File: src/sv/bipolar_threshold_hit_finder_unit_assert.svh
// Assertion macros shared by the hit finder modules.
// Each expects clk_i and rst_ni in the enclosing module.
`ifndef BIPOLAR_THRESHOLD_HIT_FINDER_UNIT_ASSERT_SVH
`define BIPOLAR_THRESHOLD_HIT_FINDER_UNIT_ASSERT_SVH

// Property must hold at every clock edge out of reset.
`define BTHF_ASSERT(lbl, prop) \
  lbl: assert property (@(posedge clk_i) disable iff (!rst_ni) (prop)) \
    else $error("hit finder assertion failed");

// When ante holds, cons must hold in the next cycle.
`define BTHF_ASSERT_NEXT(lbl, ante, cons) \
  lbl: assert property (@(posedge clk_i) disable iff (!rst_ni) (ante) |=> (cons)) \
    else $error("hit finder assertion failed");

`endif

File: src/sv/bthf_pkg.sv
`timescale 1ns / 1ps

package bthf_pkg;

  localparam int SAMPLE_W         = 16;
  localparam int CHAN_W           = 16;
  localparam int THR_W            = 15;
  localparam int DS_W             = 7;
  localparam int DIV_W            = 16;
  localparam int CFG_IDX_W        = 2;
  localparam int CFG_DATA_W       = 16;
  localparam int OUT_TIME_W       = 24;
  localparam int OUT_POS_CHARGE_W = 32;
  localparam int OUT_NEG_CHARGE_W = 31;

  localparam int TIME_BITS_DEF    = 24;
  localparam int CHARGE_BITS_DEF  = 32;

  localparam int QUEUE_DEPTH      = 2;

  localparam logic [THR_W-1:0] THRESHOLD_RST = 15'd20;
  localparam logic [DS_W-1:0]  DS_RST        = 7'd1;
  localparam logic [DIV_W-1:0] DIVISOR_RST   = 16'd99;

  typedef enum logic [CFG_IDX_W-1:0] {
    CFG_THRESHOLD = 2'd0,
    CFG_DS_FACTOR = 2'd1,
    CFG_DIVISOR   = 2'd2
  } cfg_idx_e;

  typedef struct packed {
    logic [THR_W-1:0] threshold;
    logic [DS_W-1:0]  ds;
    logic [DIV_W-1:0] divisor;
  } cfg_t;

  typedef enum logic [2:0] {
    ST_IDLE,
    ST_DIV_NEG,
    ST_PREP_POS,
    ST_DIV_POS,
    ST_SEND
  } back_state_e;

endpackage

File: src/sv/bthf_front.sv
`timescale 1ns / 1ps

module bthf_front #(
  parameter int TIME_BITS   = bthf_pkg::TIME_BITS_DEF,
  parameter int CHARGE_BITS = bthf_pkg::CHARGE_BITS_DEF
) (
  input  logic                                 clk_i,
  input  logic                                 rst_ni,
  input  bthf_pkg::cfg_t                       cfg_i,
  input  logic                                 in_valid_i,
  output logic                                 in_ready_o,
  input  logic signed [bthf_pkg::SAMPLE_W-1:0] sample_i,
  input  logic [bthf_pkg::CHAN_W-1:0]          channel_id_i,
  input  logic                                 first_sample_i,
  input  logic                                 q_full_i,
  output logic                                 push_o,
  output logic [bthf_pkg::CHAN_W-1:0]          job_chan_o,
  output logic [bthf_pkg::OUT_TIME_W-1:0]      job_pos_start_o,
  output logic [CHARGE_BITS-2:0]               job_pos_sum_o,
  output logic [bthf_pkg::OUT_TIME_W-1:0]      job_pos_ticks_o,
  output logic [bthf_pkg::OUT_TIME_W-1:0]      job_neg_start_o,
  output logic [CHARGE_BITS-2:0]               job_neg_sum_o,
  output logic [bthf_pkg::OUT_TIME_W-1:0]      job_neg_ticks_o,
  output logic                                 job_pos_div_o,
  output logic [bthf_pkg::DIV_W-1:0]           job_pos_dvsr_o
);

  localparam int CW = CHARGE_BITS - 1;
  localparam int PW = bthf_pkg::SAMPLE_W + bthf_pkg::DS_W;
  localparam int EW = ((CW > PW) ? CW : PW) + 1;
  localparam int TW = TIME_BITS;

  logic                          in_pos_q, in_pos_d, in_neg_q, in_neg_d;
  logic [TW-1:0]                 tick_q, tick_d;
  logic [bthf_pkg::CHAN_W-1:0]   chan_q, chan_d;
  logic [TW-1:0]                 pos_start_q, pos_start_d, pos_ticks_q, pos_ticks_d;
  logic [CW-1:0]                 pos_sum_q, pos_sum_d;
  logic                          pos_div_q, pos_div_d;
  logic [bthf_pkg::DIV_W-1:0]    pos_dvsr_q, pos_dvsr_d;
  logic [TW-1:0]                 neg_start_q, neg_start_d, neg_ticks_q, neg_ticks_d;
  logic [CW-1:0]                 neg_sum_q, neg_sum_d;

  logic                          first;
  logic                          in_pos_eff, in_neg_eff, pos_div_eff;
  logic [TW-1:0]                 tick_eff, pos_start_eff, pos_ticks_eff;
  logic [TW-1:0]                 neg_start_eff, neg_ticks_eff;
  logic [CW-1:0]                 pos_sum_eff, neg_sum_eff;

  logic                          is_pos, is_neg, cont, neg_end, accept;
  logic signed [bthf_pkg::SAMPLE_W:0] neg_thr;
  logic [bthf_pkg::SAMPLE_W-1:0] mag;
  logic [PW-1:0]                 prod;
  logic [CW-1:0]                 acc_in, acc_sat;
  logic [EW-1:0]                 acc_sum;
  logic [TW-1:0]                 ticks_in, ticks_sat, tick_sat;
  logic [TW:0]                   ticks_sum, tick_sum;

  assign accept     = in_valid_i && in_ready_o;
  assign in_ready_o = !q_full_i;

  // a first sample clears the record before this sample is looked at
  assign first         = first_sample_i;
  assign in_pos_eff    = first ? 1'b0 : in_pos_q;
  assign in_neg_eff    = first ? 1'b0 : in_neg_q;
  assign pos_div_eff   = first ? 1'b0 : pos_div_q;
  assign tick_eff      = first ? '0 : tick_q;
  assign pos_start_eff = first ? '0 : pos_start_q;
  assign pos_ticks_eff = first ? '0 : pos_ticks_q;
  assign pos_sum_eff   = first ? '0 : pos_sum_q;
  assign neg_start_eff = first ? '0 : neg_start_q;
  assign neg_ticks_eff = first ? '0 : neg_ticks_q;
  assign neg_sum_eff   = first ? '0 : neg_sum_q;

  assign neg_thr = -$signed({2'b00, cfg_i.threshold});
  assign is_pos  = sample_i > $signed({1'b0, cfg_i.threshold});
  assign is_neg  = $signed({sample_i[bthf_pkg::SAMPLE_W-1], sample_i}) < neg_thr;

  // a sample is in at most one lobe, so one accumulator serves both
  assign mag      = is_neg ? (~sample_i + 16'd1) : sample_i;
  assign prod     = PW'(mag) * PW'(cfg_i.ds);
  assign cont     = is_pos ? in_pos_eff : in_neg_eff;
  assign acc_in   = is_pos ? pos_sum_eff : neg_sum_eff;
  assign acc_sum  = cont ? (EW'(acc_in) + EW'(prod)) : EW'(mag);
  assign acc_sat  = (|acc_sum[EW-1:CW]) ? {CW{1'b1}} : acc_sum[CW-1:0];

  assign ticks_in  = cont ? (is_pos ? pos_ticks_eff : neg_ticks_eff) : '0;
  assign ticks_sum = (TW+1)'(ticks_in) + (TW+1)'(cfg_i.ds);
  assign ticks_sat = ticks_sum[TW] ? {TW{1'b1}} : ticks_sum[TW-1:0];
  assign tick_sum  = (TW+1)'(tick_eff) + (TW+1)'(cfg_i.ds);
  assign tick_sat  = tick_sum[TW] ? {TW{1'b1}} : tick_sum[TW-1:0];

  always_comb begin
    in_pos_d    = is_pos;
    in_neg_d    = is_neg;
    tick_d      = tick_sat;
    chan_d      = first ? channel_id_i : chan_q;
    pos_start_d = pos_start_eff;
    pos_sum_d   = pos_sum_eff;
    pos_ticks_d = pos_ticks_eff;
    pos_div_d   = pos_div_eff;
    pos_dvsr_d  = pos_dvsr_q;
    neg_start_d = neg_start_eff;
    neg_sum_d   = neg_sum_eff;
    neg_ticks_d = neg_ticks_eff;
    neg_end     = !is_neg && in_neg_eff;

    if (is_pos) begin
      pos_sum_d   = acc_sat;
      pos_ticks_d = ticks_sat;
      if (!in_pos_eff) begin
        pos_start_d = tick_eff;
        pos_div_d   = 1'b0;
      end
    end else if (in_pos_eff) begin
      // lobe closed: division is deferred, remember the gain in force now
      pos_div_d  = 1'b1;
      pos_dvsr_d = cfg_i.divisor;
    end

    if (is_neg) begin
      neg_sum_d   = acc_sat;
      neg_ticks_d = ticks_sat;
      if (!in_neg_eff) begin
        neg_start_d = tick_eff;
      end
    end
  end

  assign push_o          = accept && neg_end;
  assign job_chan_o      = chan_d;
  assign job_pos_start_o = bthf_pkg::OUT_TIME_W'(pos_start_d);
  assign job_pos_sum_o   = pos_sum_d;
  assign job_pos_ticks_o = bthf_pkg::OUT_TIME_W'(pos_ticks_d);
  assign job_neg_start_o = bthf_pkg::OUT_TIME_W'(neg_start_d);
  assign job_neg_sum_o   = neg_sum_d;
  assign job_neg_ticks_o = bthf_pkg::OUT_TIME_W'(neg_ticks_d);
  assign job_pos_div_o   = pos_div_d;
  assign job_pos_dvsr_o  = pos_dvsr_d;

  always_ff @(posedge clk_i or negedge rst_ni) begin
    if (!rst_ni) begin
      in_pos_q    <= 1'b0;
      in_neg_q    <= 1'b0;
      tick_q      <= '0;
      chan_q      <= '0;
      pos_start_q <= '0;
      pos_sum_q   <= '0;
      pos_ticks_q <= '0;
      pos_div_q   <= 1'b0;
      pos_dvsr_q  <= '0;
      neg_start_q <= '0;
      neg_sum_q   <= '0;
      neg_ticks_q <= '0;
    end else if (accept) begin
      in_pos_q    <= in_pos_d;
      in_neg_q    <= in_neg_d;
      tick_q      <= tick_d;
      chan_q      <= chan_d;
      pos_start_q <= pos_start_d;
      pos_sum_q   <= pos_sum_d;
      pos_ticks_q <= pos_ticks_d;
      pos_div_q   <= pos_div_d;
      pos_dvsr_q  <= pos_dvsr_d;
      neg_start_q <= neg_start_d;
      neg_sum_q   <= neg_sum_d;
      neg_ticks_q <= neg_ticks_d;
    end
  end

endmodule

File: src/sv/bthf_fifo.sv
`timescale 1ns / 1ps

module bthf_fifo #(
  parameter int DATA_W = 8
) (
  input  logic              clk_i,
  input  logic              rst_ni,
  input  logic              push_i,
  input  logic [DATA_W-1:0] wdata_i,
  input  logic              pop_i,
  output logic [DATA_W-1:0] rdata_o,
  output logic              full_o,
  output logic              empty_o
);

  `include "bipolar_threshold_hit_finder_unit_assert.svh"

  localparam int DEPTH = bthf_pkg::QUEUE_DEPTH;
  localparam int PTR_W = (DEPTH > 1) ? $clog2(DEPTH) : 1;
  localparam int CNT_W = $clog2(DEPTH + 1);

  logic [DATA_W-1:0] mem_q [DEPTH];
  logic [PTR_W-1:0]  wr_ptr_q, wr_ptr_d, rd_ptr_q, rd_ptr_d;
  logic [CNT_W-1:0]  count_q, count_d;
  logic              do_push, do_pop;

  assign full_o  = (count_q == CNT_W'(DEPTH));
  assign empty_o = (count_q == '0);
  assign do_push = push_i && !full_o;
  assign do_pop  = pop_i && !empty_o;
  assign rdata_o = mem_q[rd_ptr_q];

  always_comb begin
    wr_ptr_d = wr_ptr_q;
    rd_ptr_d = rd_ptr_q;
    count_d  = count_q;
    if (do_push) begin
      wr_ptr_d = (wr_ptr_q == PTR_W'(DEPTH - 1)) ? '0 : wr_ptr_q + PTR_W'(1);
    end
    if (do_pop) begin
      rd_ptr_d = (rd_ptr_q == PTR_W'(DEPTH - 1)) ? '0 : rd_ptr_q + PTR_W'(1);
    end
    if (do_push && !do_pop) begin
      count_d = count_q + CNT_W'(1);
    end else if (do_pop && !do_push) begin
      count_d = count_q - CNT_W'(1);
    end
  end

  always_ff @(posedge clk_i or negedge rst_ni) begin
    if (!rst_ni) begin
      wr_ptr_q <= '0;
      rd_ptr_q <= '0;
      count_q  <= '0;
    end else begin
      wr_ptr_q <= wr_ptr_d;
      rd_ptr_q <= rd_ptr_d;
      count_q  <= count_d;
    end
  end

  always_ff @(posedge clk_i) begin
    if (do_push) begin
      mem_q[wr_ptr_q] <= wdata_i;
    end
  end

  // a push into a full queue would drop a hit
  `BTHF_ASSERT(a_no_push_full, !(push_i && full_o))
  `BTHF_ASSERT_NEXT(a_drain_empty, pop_i && !push_i && (count_q == CNT_W'(1)), empty_o)

endmodule

File: src/sv/bthf_back.sv
`timescale 1ns / 1ps

module bthf_back #(
  parameter int CHARGE_BITS = bthf_pkg::CHARGE_BITS_DEF
) (
  input  logic                                         clk_i,
  input  logic                                         rst_ni,
  input  bthf_pkg::cfg_t                               cfg_i,
  input  logic                                         q_empty_i,
  output logic                                         pop_o,
  input  logic [bthf_pkg::CHAN_W-1:0]                  job_chan_i,
  input  logic [bthf_pkg::OUT_TIME_W-1:0]              job_pos_start_i,
  input  logic [CHARGE_BITS-2:0]                       job_pos_sum_i,
  input  logic [bthf_pkg::OUT_TIME_W-1:0]              job_pos_ticks_i,
  input  logic [bthf_pkg::OUT_TIME_W-1:0]              job_neg_start_i,
  input  logic [CHARGE_BITS-2:0]                       job_neg_sum_i,
  input  logic [bthf_pkg::OUT_TIME_W-1:0]              job_neg_ticks_i,
  input  logic                                         job_pos_div_i,
  input  logic [bthf_pkg::DIV_W-1:0]                   job_pos_dvsr_i,
  output logic                                         out_valid_o,
  input  logic                                         out_ready_i,
  output logic [bthf_pkg::CHAN_W-1:0]                  hit_channel_o,
  output logic [bthf_pkg::OUT_TIME_W-1:0]              pos_start_time_o,
  output logic signed [bthf_pkg::OUT_POS_CHARGE_W-1:0] pos_charge_o,
  output logic [bthf_pkg::OUT_TIME_W-1:0]              pos_time_over_o,
  output logic [bthf_pkg::OUT_TIME_W-1:0]              neg_start_time_o,
  output logic [bthf_pkg::OUT_NEG_CHARGE_W-1:0]        neg_charge_o,
  output logic [bthf_pkg::OUT_TIME_W-1:0]              neg_time_over_o
);

  `include "bipolar_threshold_hit_finder_unit_assert.svh"

  localparam int DW    = CHARGE_BITS - 1;
  localparam int CNT_W = $clog2(DW);
  localparam int VW    = bthf_pkg::DIV_W;

  bthf_pkg::back_state_e state_q, state_d;
  logic [CNT_W-1:0] cnt_q, cnt_d;

  logic [bthf_pkg::CHAN_W-1:0]     chan_q;
  logic [bthf_pkg::OUT_TIME_W-1:0] pos_start_q, pos_ticks_q, neg_start_q, neg_ticks_q;
  logic [DW-1:0]                   pos_sum_q, neg_sum_q, pos_res_q, neg_res_q, quo_q;
  logic                            pdiv_q;
  logic [VW-1:0]                   pdvsr_q, dvsr_q, rem_q;

  logic          div_step, div_last;
  logic [VW:0]   trial;
  logic          ge;
  logic [VW-1:0] rem_next;
  logic [DW-1:0] quo_next;

  // restoring division, one quotient bit per cycle
  assign trial    = {rem_q, quo_q[DW-1]};
  assign ge       = trial >= {1'b0, dvsr_q};
  assign rem_next = ge ? VW'(trial - {1'b0, dvsr_q}) : trial[VW-1:0];
  assign quo_next = {quo_q[DW-2:0], ge};
  assign div_last = (cnt_q == CNT_W'(DW - 1));

  always_comb begin
    state_d = state_q;
    unique case (state_q)
      bthf_pkg::ST_IDLE:     if (!q_empty_i) state_d = bthf_pkg::ST_DIV_NEG;
      bthf_pkg::ST_DIV_NEG:  if (div_last) state_d = bthf_pkg::ST_PREP_POS;
      bthf_pkg::ST_PREP_POS: state_d = pdiv_q ? bthf_pkg::ST_DIV_POS : bthf_pkg::ST_SEND;
      bthf_pkg::ST_DIV_POS:  if (div_last) state_d = bthf_pkg::ST_SEND;
      bthf_pkg::ST_SEND:     if (out_ready_i) state_d = bthf_pkg::ST_IDLE;
      default:               state_d = bthf_pkg::ST_IDLE;
    endcase
  end

  always_comb begin
    pop_o       = (state_q == bthf_pkg::ST_IDLE) && !q_empty_i;
    div_step    = (state_q == bthf_pkg::ST_DIV_NEG) || (state_q == bthf_pkg::ST_DIV_POS);
    out_valid_o = (state_q == bthf_pkg::ST_SEND);
    cnt_d       = div_step ? cnt_q + CNT_W'(1) : '0;
  end

  always_ff @(posedge clk_i or negedge rst_ni) begin
    if (!rst_ni) begin
      state_q <= bthf_pkg::ST_IDLE;
      cnt_q   <= '0;
    end else begin
      state_q <= state_d;
      cnt_q   <= cnt_d;
    end
  end

  always_ff @(posedge clk_i) begin
    if (pop_o) begin
      chan_q      <= job_chan_i;
      pos_start_q <= job_pos_start_i;
      pos_sum_q   <= job_pos_sum_i;
      pos_ticks_q <= job_pos_ticks_i;
      neg_start_q <= job_neg_start_i;
      neg_sum_q   <= job_neg_sum_i;
      neg_ticks_q <= job_neg_ticks_i;
      pdiv_q      <= job_pos_div_i;
      pdvsr_q     <= job_pos_dvsr_i;
      dvsr_q      <= cfg_i.divisor;
      quo_q       <= job_neg_sum_i;
      rem_q       <= '0;
    end
    if (state_q == bthf_pkg::ST_PREP_POS) begin
      dvsr_q    <= pdvsr_q;
      quo_q     <= pos_sum_q;
      rem_q     <= '0;
      pos_res_q <= pos_sum_q;
    end
    if (div_step) begin
      quo_q <= quo_next;
      rem_q <= rem_next;
    end
    // a zero gain leaves the charge as it is
    if ((state_q == bthf_pkg::ST_DIV_NEG) && div_last) begin
      neg_res_q <= (dvsr_q == '0) ? neg_sum_q : quo_next;
    end
    if ((state_q == bthf_pkg::ST_DIV_POS) && div_last) begin
      pos_res_q <= (dvsr_q == '0) ? pos_sum_q : quo_next;
    end
  end

  assign hit_channel_o    = chan_q;
  assign pos_start_time_o = pos_start_q;
  assign pos_charge_o     = $signed(bthf_pkg::OUT_POS_CHARGE_W'(pos_res_q));
  assign pos_time_over_o  = pos_ticks_q;
  assign neg_start_time_o = neg_start_q;
  assign neg_charge_o     = bthf_pkg::OUT_NEG_CHARGE_W'(neg_res_q);
  assign neg_time_over_o  = neg_ticks_q;

  `BTHF_ASSERT(a_cnt_bound, !div_step || (cnt_q <= CNT_W'(DW - 1)))
  `BTHF_ASSERT_NEXT(a_pop_starts_div, pop_o, state_q == bthf_pkg::ST_DIV_NEG)

endmodule

File: src/sv/bipolar_threshold_hit_finder_unit.sv
`timescale 1ns / 1ps

// Bipolar threshold hit finder.
// Input channel (in_valid_i/in_ready_o): one filtered sample word per
// transfer; first_sample_i starts a new waveform and latches channel_id_i.
// Output channel (out_valid_o/out_ready_i): one hit word each time a negative
// lobe ends, carrying both lobes' start time, charge and time over threshold.
// Config: cfg_we_i writes cfg_data_i to register cfg_index_i (0 threshold,
// 1 downsample factor, 2 charge divisor) in the same cycle; write only idle.
// Throughput: the front takes one sample per cycle while the two-entry hit
// queue has room. The back divides charges bit-serially: the negative charge
// always, the positive charge too when the job's division flag is set. It
// pops the next hit only after the current hit word has been taken.
// A stalled receiver holds the hit word; the queue absorbs two more hits,
// then in_ready_o drops until the back frees an entry.
// Reset clears lobe state, time counter, channel and queue and loads the
// registers with threshold 20, factor 1, divisor 99.

module bipolar_threshold_hit_finder_unit #(
  parameter int TIME_BITS   = bthf_pkg::TIME_BITS_DEF,
  parameter int CHARGE_BITS = bthf_pkg::CHARGE_BITS_DEF
) (
  input  logic                                         clk_i,
  input  logic                                         rst_ni,
  input  logic                                         cfg_we_i,
  input  logic [bthf_pkg::CFG_IDX_W-1:0]               cfg_index_i,
  input  logic [bthf_pkg::CFG_DATA_W-1:0]              cfg_data_i,
  input  logic                                         in_valid_i,
  output logic                                         in_ready_o,
  input  logic signed [bthf_pkg::SAMPLE_W-1:0]         sample_i,
  input  logic [bthf_pkg::CHAN_W-1:0]                  channel_id_i,
  input  logic                                         first_sample_i,
  output logic                                         out_valid_o,
  input  logic                                         out_ready_i,
  output logic [bthf_pkg::CHAN_W-1:0]                  hit_channel_o,
  output logic [bthf_pkg::OUT_TIME_W-1:0]              pos_start_time_o,
  output logic signed [bthf_pkg::OUT_POS_CHARGE_W-1:0] pos_charge_o,
  output logic [bthf_pkg::OUT_TIME_W-1:0]              pos_time_over_o,
  output logic [bthf_pkg::OUT_TIME_W-1:0]              neg_start_time_o,
  output logic [bthf_pkg::OUT_NEG_CHARGE_W-1:0]        neg_charge_o,
  output logic [bthf_pkg::OUT_TIME_W-1:0]              neg_time_over_o
);

  localparam int CW     = CHARGE_BITS - 1;
  localparam int TO     = bthf_pkg::OUT_TIME_W;
  localparam int JOB_W  = bthf_pkg::CHAN_W + 4 * TO + 2 * CW + 1 + bthf_pkg::DIV_W;

  bthf_pkg::cfg_t cfg_q;

  logic                        q_full, q_empty, push, pop;
  logic [JOB_W-1:0]            q_wdata, q_rdata;

  logic [bthf_pkg::CHAN_W-1:0] f_chan, b_chan;
  logic [TO-1:0]               f_pos_start, f_pos_ticks, f_neg_start, f_neg_ticks;
  logic [TO-1:0]               b_pos_start, b_pos_ticks, b_neg_start, b_neg_ticks;
  logic [CW-1:0]               f_pos_sum, f_neg_sum, b_pos_sum, b_neg_sum;
  logic                        f_pos_div, b_pos_div;
  logic [bthf_pkg::DIV_W-1:0]  f_pos_dvsr, b_pos_dvsr;

  always_ff @(posedge clk_i or negedge rst_ni) begin
    if (!rst_ni) begin
      cfg_q.threshold <= bthf_pkg::THRESHOLD_RST;
      cfg_q.ds        <= bthf_pkg::DS_RST;
      cfg_q.divisor   <= bthf_pkg::DIVISOR_RST;
    end else if (cfg_we_i) begin
      unique case (bthf_pkg::cfg_idx_e'(cfg_index_i))
        bthf_pkg::CFG_THRESHOLD: cfg_q.threshold <= cfg_data_i[bthf_pkg::THR_W-1:0];
        bthf_pkg::CFG_DS_FACTOR: cfg_q.ds        <= cfg_data_i[bthf_pkg::DS_W-1:0];
        bthf_pkg::CFG_DIVISOR:   cfg_q.divisor   <= cfg_data_i[bthf_pkg::DIV_W-1:0];
        default: ;
      endcase
    end
  end

  bthf_front #(
    .TIME_BITS   (TIME_BITS),
    .CHARGE_BITS (CHARGE_BITS)
  ) u_front (
    .clk_i           (clk_i),
    .rst_ni          (rst_ni),
    .cfg_i           (cfg_q),
    .in_valid_i      (in_valid_i),
    .in_ready_o      (in_ready_o),
    .sample_i        (sample_i),
    .channel_id_i    (channel_id_i),
    .first_sample_i  (first_sample_i),
    .q_full_i        (q_full),
    .push_o          (push),
    .job_chan_o      (f_chan),
    .job_pos_start_o (f_pos_start),
    .job_pos_sum_o   (f_pos_sum),
    .job_pos_ticks_o (f_pos_ticks),
    .job_neg_start_o (f_neg_start),
    .job_neg_sum_o   (f_neg_sum),
    .job_neg_ticks_o (f_neg_ticks),
    .job_pos_div_o   (f_pos_div),
    .job_pos_dvsr_o  (f_pos_dvsr)
  );

  assign q_wdata = {f_chan, f_pos_start, f_pos_sum, f_pos_ticks, f_neg_start,
                    f_neg_sum, f_neg_ticks, f_pos_div, f_pos_dvsr};

  bthf_fifo #(
    .DATA_W (JOB_W)
  ) u_queue (
    .clk_i   (clk_i),
    .rst_ni  (rst_ni),
    .push_i  (push),
    .wdata_i (q_wdata),
    .pop_i   (pop),
    .rdata_o (q_rdata),
    .full_o  (q_full),
    .empty_o (q_empty)
  );

  assign {b_chan, b_pos_start, b_pos_sum, b_pos_ticks, b_neg_start,
          b_neg_sum, b_neg_ticks, b_pos_div, b_pos_dvsr} = q_rdata;

  bthf_back #(
    .CHARGE_BITS (CHARGE_BITS)
  ) u_back (
    .clk_i            (clk_i),
    .rst_ni           (rst_ni),
    .cfg_i            (cfg_q),
    .q_empty_i        (q_empty),
    .pop_o            (pop),
    .job_chan_i       (b_chan),
    .job_pos_start_i  (b_pos_start),
    .job_pos_sum_i    (b_pos_sum),
    .job_pos_ticks_i  (b_pos_ticks),
    .job_neg_start_i  (b_neg_start),
    .job_neg_sum_i    (b_neg_sum),
    .job_neg_ticks_i  (b_neg_ticks),
    .job_pos_div_i    (b_pos_div),
    .job_pos_dvsr_i   (b_pos_dvsr),
    .out_valid_o      (out_valid_o),
    .out_ready_i      (out_ready_i),
    .hit_channel_o    (hit_channel_o),
    .pos_start_time_o (pos_start_time_o),
    .pos_charge_o     (pos_charge_o),
    .pos_time_over_o  (pos_time_over_o),
    .neg_start_time_o (neg_start_time_o),
    .neg_charge_o     (neg_charge_o),
    .neg_time_over_o  (neg_time_over_o)
  );

endmodule
File: config.mk
export PLATFORM = sky130hd
export DESIGN_NAME = bipolar_threshold_hit_finder_unit
export DESIGN_NICKNAME = d
export VERILOG_FILES = /design/src/sv/bthf_pkg.sv /design/src/sv/bthf_front.sv /design/src/sv/bthf_fifo.sv /design/src/sv/bthf_back.sv /design/src/sv/bipolar_threshold_hit_finder_unit.sv
export VERILOG_INCLUDE_DIRS = /design/src /design/src/sv
export SDC_FILE = /design/constraint.sdc
export NUM_CORES = 2
export LEC_CHECK = 0
export BUFFER_PORTS_ARGS = -buffer_cell sky130_fd_sc_hd__buf_4
export CAP_MARGIN = 10
export CORE_UTILIZATION = 50
export DETAILED_ROUTE_END_ITERATION = 8
export HOLD_SLACK_MARGIN = 0.15
export PLACE_DENSITY = 0.78
export SKIP_CTS_REPAIR_TIMING = 1
export SKIP_LAST_GASP = 1
export SLEW_MARGIN = 10
export SYNTH_ARGS = -nofsm -noshare
export SYNTH_HDL_FRONTEND = slang
export SYNTH_SLANG_ARGS = --single-unit
File: constraint.sdc
create_clock -name clk_i -period 31.3 [get_ports clk_i]
set_clock_uncertainty 0.05 [all_clocks]
set_input_delay 1.565 -clock clk_i [delete_from_list [all_inputs] [get_ports clk_i]]
set_output_delay 1.565 -clock clk_i [all_outputs]
set_load 0.01 [all_outputs]
Yosys cells after proc, flatten, opt, wreduce, memory -nomap -nowiden
Memories as Yosys holds them, arrays and structs flattened.
Index checks and enable logic that the tools add are counted.
Cells by class
  add/sub/neg operators: 11
  multipliers: 1
  magnitude comparators: 3
  equality and inequality tests: 12
  muxes and demuxes: 59
  bitwise logic cells: 1
  reductions and logical operators: 28
Operators with widths (number)
  $mux W31: 13
  $mux W24: 15
  $mux W16: 10
  $add A24 B7 Y25: 2
  $add A31 B23 Y32: 1
  $mux W32: 1
  $mul A16 B7 Y23: 1
  $ge A17 B16 Y1: 1
  $lt A16 B17 Y1: 1
  $neg A15 Y17: 1
  $add A16 B1 Y16 const B: 1
  $gt A16 B16 Y1: 1
  $logic_not A16 Y1: 1
  $not A16 Y16: 1
  $sub A16 B16 Y16: 1
  $mux W3: 5
  $pmux W3 S5: 1
  $mux W1: 11
  $logic_and A1 B1 Y1: 10
  $eq A3 B2 Y1 const B: 2
  $ne A2 B1 Y1 const B: 3
  $reduce_and A2 Y1: 3
  $reduce_bool A2 Y1: 3
  $add A5 B1 Y5 const B: 1
  other kinds (17): 25
Storage, ports and cells
  flip-flop bits (word level): 583
  RAM bits: 382
  output and inout bits: 177
  word-level logic and storage cells: 150
  memories kept: 1
Memory list
  u_queue.mem_q: depth 2, width 191, rd ports 1, clocked after Yosys merged registers in 0, wr ports 1, RTL line bthf_fifo.sv:22  | logic [DATA_W-1:0] mem_q [DEPTH];

Depth between registers and ports, before layout
  word-level depth: 10
  depth in mapped cells: 35
  depth with buffers taken out: 32

Modules after synthesis
From an unflattened synthesis, not the netlist that was laid out.
Unflattened totals
  cells, all modules: 3892
  area total of the unflattened synthesis: 47844.6 um2
Modules (own cells, without submodules)
  bthf_front: times used 1, cells an instance 2408, area an instance 19408.6 um2, seq. area each 5430.2 um2
  bthf_fifo: times used 1, cells an instance 613, area an instance 14048.5 um2, seq. area each 11571.1 um2
  bthf_back: times used 1, cells an instance 790, area an instance 12937.4 um2, seq. area each 9689.3 um2
  bipolar_threshold_hit_finder_unit: times used 1, cells an instance 81, area an instance 1450.1 um2, seq. area each 959.7 um2

Worst setup path before layout
Ideal clock, no wire load.
  path type: input to register
  start point: input port sample_i[0] in the netlist's numbering
  end point: memory u_queue.mem_q[0][0] in the netlist's numbering (enable)
  setup time: 1210 ps
  arrival time: 21006 ps
  required time: 30040 ps
  setup slack: 9034 ps
  stages on the path: 10
  path buffers: 2
  cell sequence: clkbuf_1 -> inv_1 -> ha_1 -> nor2b_1 -> o2111ai_1 -> a21oi_1 -> o21ai_0 -> o211a_1 -> clkbuf_1 -> nor4_1
On the way
  word-level cells in the longest chain between the ends: 7
RTL lines
  start, declared: RTL line bipolar_threshold_hit_finder_unit.sv:30  | input logic signed [bthf_pkg::SAMPLE_W-1:0] sample_i,
  $lt A16 B17 Y1: RTL line bthf_front.sv:76  | assign is_neg = $signed({sample_i[bthf_pkg::SAMPLE_W-1], sample_i}) < neg_thr;
  $logic_not A1 Y1: RTL line bthf_front.sv:105  | neg_end = !is_neg && in_neg_eff;
  $logic_and A1 B1 Y1: RTL line bthf_front.sv:105
  $logic_and A1 B1 Y1: RTL line bthf_front.sv:129  | assign push_o = accept && neg_end;
  $logic_and A1 B1 Y1: RTL line bthf_fifo.sv:29  | assign do_push = push_i && !full_o;
  $mux W1: RTL line bthf_fifo.sv:63  | if (do_push) begin
  $mux W1 (not written as such): RTL line bthf_fifo.sv:64  | mem_q[wr_ptr_q] <= wdata_i;
  end, declared: RTL line bthf_fifo.sv:22
No other way between the ends.

Worst setup path after layout
  start point: register cfg_q[26] in the netlist's numbering
  end point: memory u_queue.mem_q[1][55] in the netlist's numbering (data pin)
On the way
  word-level cells in the longest chain between the ends: 8
  elaborated cells between the ends (all ways): 11
  those cells by class: add/sub: 2; mul: 1; order compare: 2; mux: 6
RTL lines
  start, declared: RTL line bipolar_threshold_hit_finder_unit.sv:48  | bthf_pkg::cfg_t cfg_q;
  $neg A15 Y17: RTL line bthf_front.sv:74  | assign neg_thr = -$signed({2'b00, cfg_i.threshold});
  $lt A16 B17 Y1: RTL line bthf_front.sv:76
  $mux W16: RTL line bthf_front.sv:79  | assign mag = is_neg ? (~sample_i + 16'd1) : sample_i;
  $mul A16 B7 Y23: RTL line bthf_front.sv:80  | assign prod = PW'(mag) * PW'(cfg_i.ds);
  $add A31 B23 Y32: RTL line bthf_front.sv:83  | assign acc_sum = cont ? (EW'(acc_in) + EW'(prod)) : EW'(mag);
  $mux W32: RTL line bthf_front.sv:83
  $mux W31: RTL line bthf_front.sv:84  | assign acc_sat = (|acc_sum[EW-1:CW]) ? {CW{1'b1}} : acc_sum[CW-1:0];
  $mux W31 *: RTL line bthf_front.sv:120  | if (is_neg) begin
  via f_neg_sum[14]: RTL line bipolar_threshold_hit_finder_unit.sv:56  | logic [CW-1:0] f_pos_sum, f_neg_sum, b_pos_sum, b_neg_sum;
The timed path passes the listed nets; every way through them passes the cells marked *.

==> results.yml <==
sta:
  rsz0062_at_grt: "no"
  slew_violations: 0
  period_share_pct: 32.7
  setup_slack_ns: 21.05
  setup_viol: 0
  whs_ns: 0.428
  timing.fmax_mhz: 97.6
  relSlewSlack_pct: 17.8
  period_minus_slack_ns: 10.25
  tightestPinTransition_ns: 1.23
  fin_tns_setup_ns: 0
  finalHoldViolations: 0
pwr:
  pwr-share-comb_pct: 39.7
  clockPowerShare_pct: 23.8
  internal-power_mw: 3.21
  power_per_cell_area_nw_per_um2: 94.6
  irDropWorstVdd_mv: 0.0896
  switching_share_pct: 36.5
  power_leakage_nw: 20.6
  power.switching_mw: 1.85
  seqPwrFrac_pct: 36.5
die:
  initial_core_util_pct: 50.4
  core_area_um2: 93300
  die_h_um: 309
  die_area_um2: 95400
  rows: 112
  num_io_pins: 233
  die_w_um: 309
yosys:
  synthArstFlopShare_pct: 27.7
  synth_top_area_share_pct: 44.5
  syn_inst: 3865
  synth-warning-count: 0
  seq_area_frac_synth_pct: 58.7
  ys_ff_latch: 965
  synth.most_common_cell: "edfxtp_1"
  synth_area_um2: 47100
  ys.flop_type: "edfxtp_1"
  synth-edff-count: 698
  synth_fp_nets: 4128
  synth_top_area_cell: "edfxtp_1"
  syn_avg_cell_area_um2: 12.2
  ys_types: 88
  synth_area_leaders: "edfxtp_1 45%, dfrtp_1 14%, mux2_2 8.3%"
  synthTopCellsByCount: "698 x edfxtp_1, 537 x nand2_1, 346 x mux2_2, 260 x dfrtp_1, 240 x o21ai_0"
clock_network:
  numCtsBuffers: 98
  numClockSinks: 965
  clkLatencyLatePin_ns: 0.68
  clockRootBuffer: "clkbuf_16"
  cts_tree: "done"
  clockBufferDepth: 3
  cts.clk_slew.worst_paths_ns: 0.06
  h-tree-depth: 3
place:
  hpwl_um: 75400
  place_inst: 5195
  placed_area_um2: 50100
  port-buffer-count: 231
  place_congestion: 0.930
  place_ws_ns: 20.79
critical_path:
  crit_slowest_cell: "or4_1"
  critical_path_arrival_ns: 10.60
  max_stage_delay_ns: 0.92
  cp-start-kind: "register"
  cp.required_ns: 31.65
  endpoint_kind: "register"
  path_class: "reg -> reg"
  cp_max_fo: 71
  critPathTopFamily: "adder cells"
  critPathBufInv: 3
route:
  drt-total-wl_um: 115000
  dr.max_layer_used: "met5"
  wl_met2_um: 55600
  first_iter_violations: 3259
  dr.pass1.iters: 6
  wl_met1_um: 46900
  met3_length_um: 8400
  antenna_left: 0
  wl_per_cell_um: 21.3
  remaining_drc_errors: 0
  via_count: 31300
  viasPerCell: 5.82
cells_and_area:
  syn_to_final_growth_pct: 13.5
  diodes: 0
  finalInstanceArea_um2: 53400
  instances_no_fill: 5373
  fillCellCount: 7450
  final_layout_size_suffix_gt1_share_pct: 20.3
  layout.nets: 4305
global_route:
  gr-total-overflow: 0
  track_usage_pct: 24.0
  grt_max_degree: 125
  grt_pass1_vias: 30800
  antenna_found_initial: 2
  grt_pass1_wl_um: 177000
outcome:
  status: "finished clean"
job:
  maxCapViolations: 0
hold_path:
  hold_class: "reg -> reg"
[final cells by class]
class / count / area (um2) / area share, %
clock inverter: 55 / 682 / 1.28
inverter: 178 / 676 / 1.27
tap: 1254 / 1570 / 2.94
clock buffer: 122 / 2610 / 4.89
timing repair buffer: 288 / 2170 / 4.06
sequential: 965 / 27700 / 51.8
multi-input combinational: 2511 / 18000 / 33.8
[worst paths after layout]
check / start / end / slack, ns / cells past startpoint
max: cfg_q[26]$_DFFE_PN0P_ / u_queue.mem_q[1][55]$_DFFE_PP_ / 21.05 / 29
min: u_front.neg_start_q[16]$_DFFE_PN0P_ / u_front.neg_start_q[16]$_DFFE_PN0P_ / 0.43 / 2
max reg2reg: cfg_q[26]$_DFFE_PN0P_ / u_queue.mem_q[1][55]$_DFFE_PP_ / 21.05 / 29
min reg2reg: u_front.neg_start_q[16]$_DFFE_PN0P_ / u_front.neg_start_q[16]$_DFFE_PN0P_ / 0.43 / 2
max in group asynchronous: rst_ni / u_front.pos_ticks_q[12]$_DFFE_PN0P_ / 28.30 / 3
min in group asynchronous: rst_ni / u_front.pos_dvsr_q[15]$_DFFE_PN0P_ / 0.81 / 1
[flip-flops by register name, summed over array words and instances (netlist names), 24 cells and up]
register and count:
cfg_q 38, u_back.neg_charge_o 31, u_back.neg_start_time_o 24, u_back.neg_sum_q 31, u_back.neg_time_over_o 24, u_back.pos_res_q 31
u_back.pos_start_time_o 24, u_back.pos_sum_q 31, u_back.pos_time_over_o 24, u_back.quo_q 31, u_front.neg_start_q 24, u_front.neg_sum_q 31
u_front.neg_ticks_q 24, u_front.pos_start_q 24, u_front.pos_sum_q 31, u_front.pos_ticks_q 24, u_front.tick_q 24, u_queue.mem_q 382
[kinds of logic (layout without fill, tap and decap cells)]
logic type               after synthesis  count (layout)  share of synthesized area (%)
AO/OA/AOI/OAI                        675             675                           8.95
XOR/XNOR                              83              83                           1.54
buffers and inverters                389             643                           3.14
adder cells (fa/ha/maj)              207             207                           6.99
other                                  1               1                        0.00797
AND/OR/NAND/NOR                     1148            1148                           11.3
multiplexers                         397             397                           9.36
flip-flops                           965             965                           58.7
[metrics by stage]
step	utilization, %	power (mW)
2_1_floorplan	-	3.28
3_3_place_gp	53.7	3.80
3_5_place_dp	53.7	3.85
4_1_cts	57.2	5.06
5_1_grt	57.2	5.35
6_report	57.2	5.05
[power by group through the flow]
stage | Clock, mW | Sequential [mW] | Combinational, mW
floorplan | 0 | 1.84 | 1.44
global placement | 0 | 1.85 | 1.95
detailed placement | 0 | 1.86 | 1.99
CTS | 1.22 | 1.84 | 2.00
global route | 1.27 | 1.86 | 2.22
finish | 1.20 | 1.84 | 2.01
[worst reg2reg max path, delay by kind of cell, from the launching register on]
| kind | cells | cell delay (ns) |
|---|---|---|
| adders and majority gates | 6 | 2.80 |
| DFF | 1 | 0.40 |
| buffers and inverters | 3 | 0.71 |
| xor gates and xnor gates | 2 | 1.04 |
| and+or+nand+nor | 8 | 2.63 |
| AOI/OAI and AO/OA | 10 | 2.33 |
[cell usage in the layout, fill, tap and decap left out, types with 25 or more instances in the layout]
cell type  netlist  routed
clkbuf_16        0      99
a21o_1          36      36
nor2_1         182     179
a21oi_1        160     159
buf_4            1     287
nand2_1        537     534
o22a_1          38      38
o31ai_1         35      35
and2_1          38      36
xor2_1          33      33
nand3_1        114     114
dfrtp_1        260     258
mux2i_1         51      51
nor2b_1        101     101
mux2_2         346     346
ha_1           114     114
edfxtp_1       698     698
fa_1            93      93
nand4_1         25      25
xnor2_1         50      50
nand2b_1        28      28
o21ai_0        240     239
nor3_1          35      34
inv_1          178     176
[metal layers]
| layer | track usage, % | up-vias |
|---|---|---|
| met5 | 0 | - |
| met4 | 9.30 | 2 |
| met3 | 3.91 | 233 |
| met1 | 32.2 | 15500 |
| li1 | - | 14200 |
| met2 | 39.3 | 1312 |
Power figures use the tool's default switching activity.
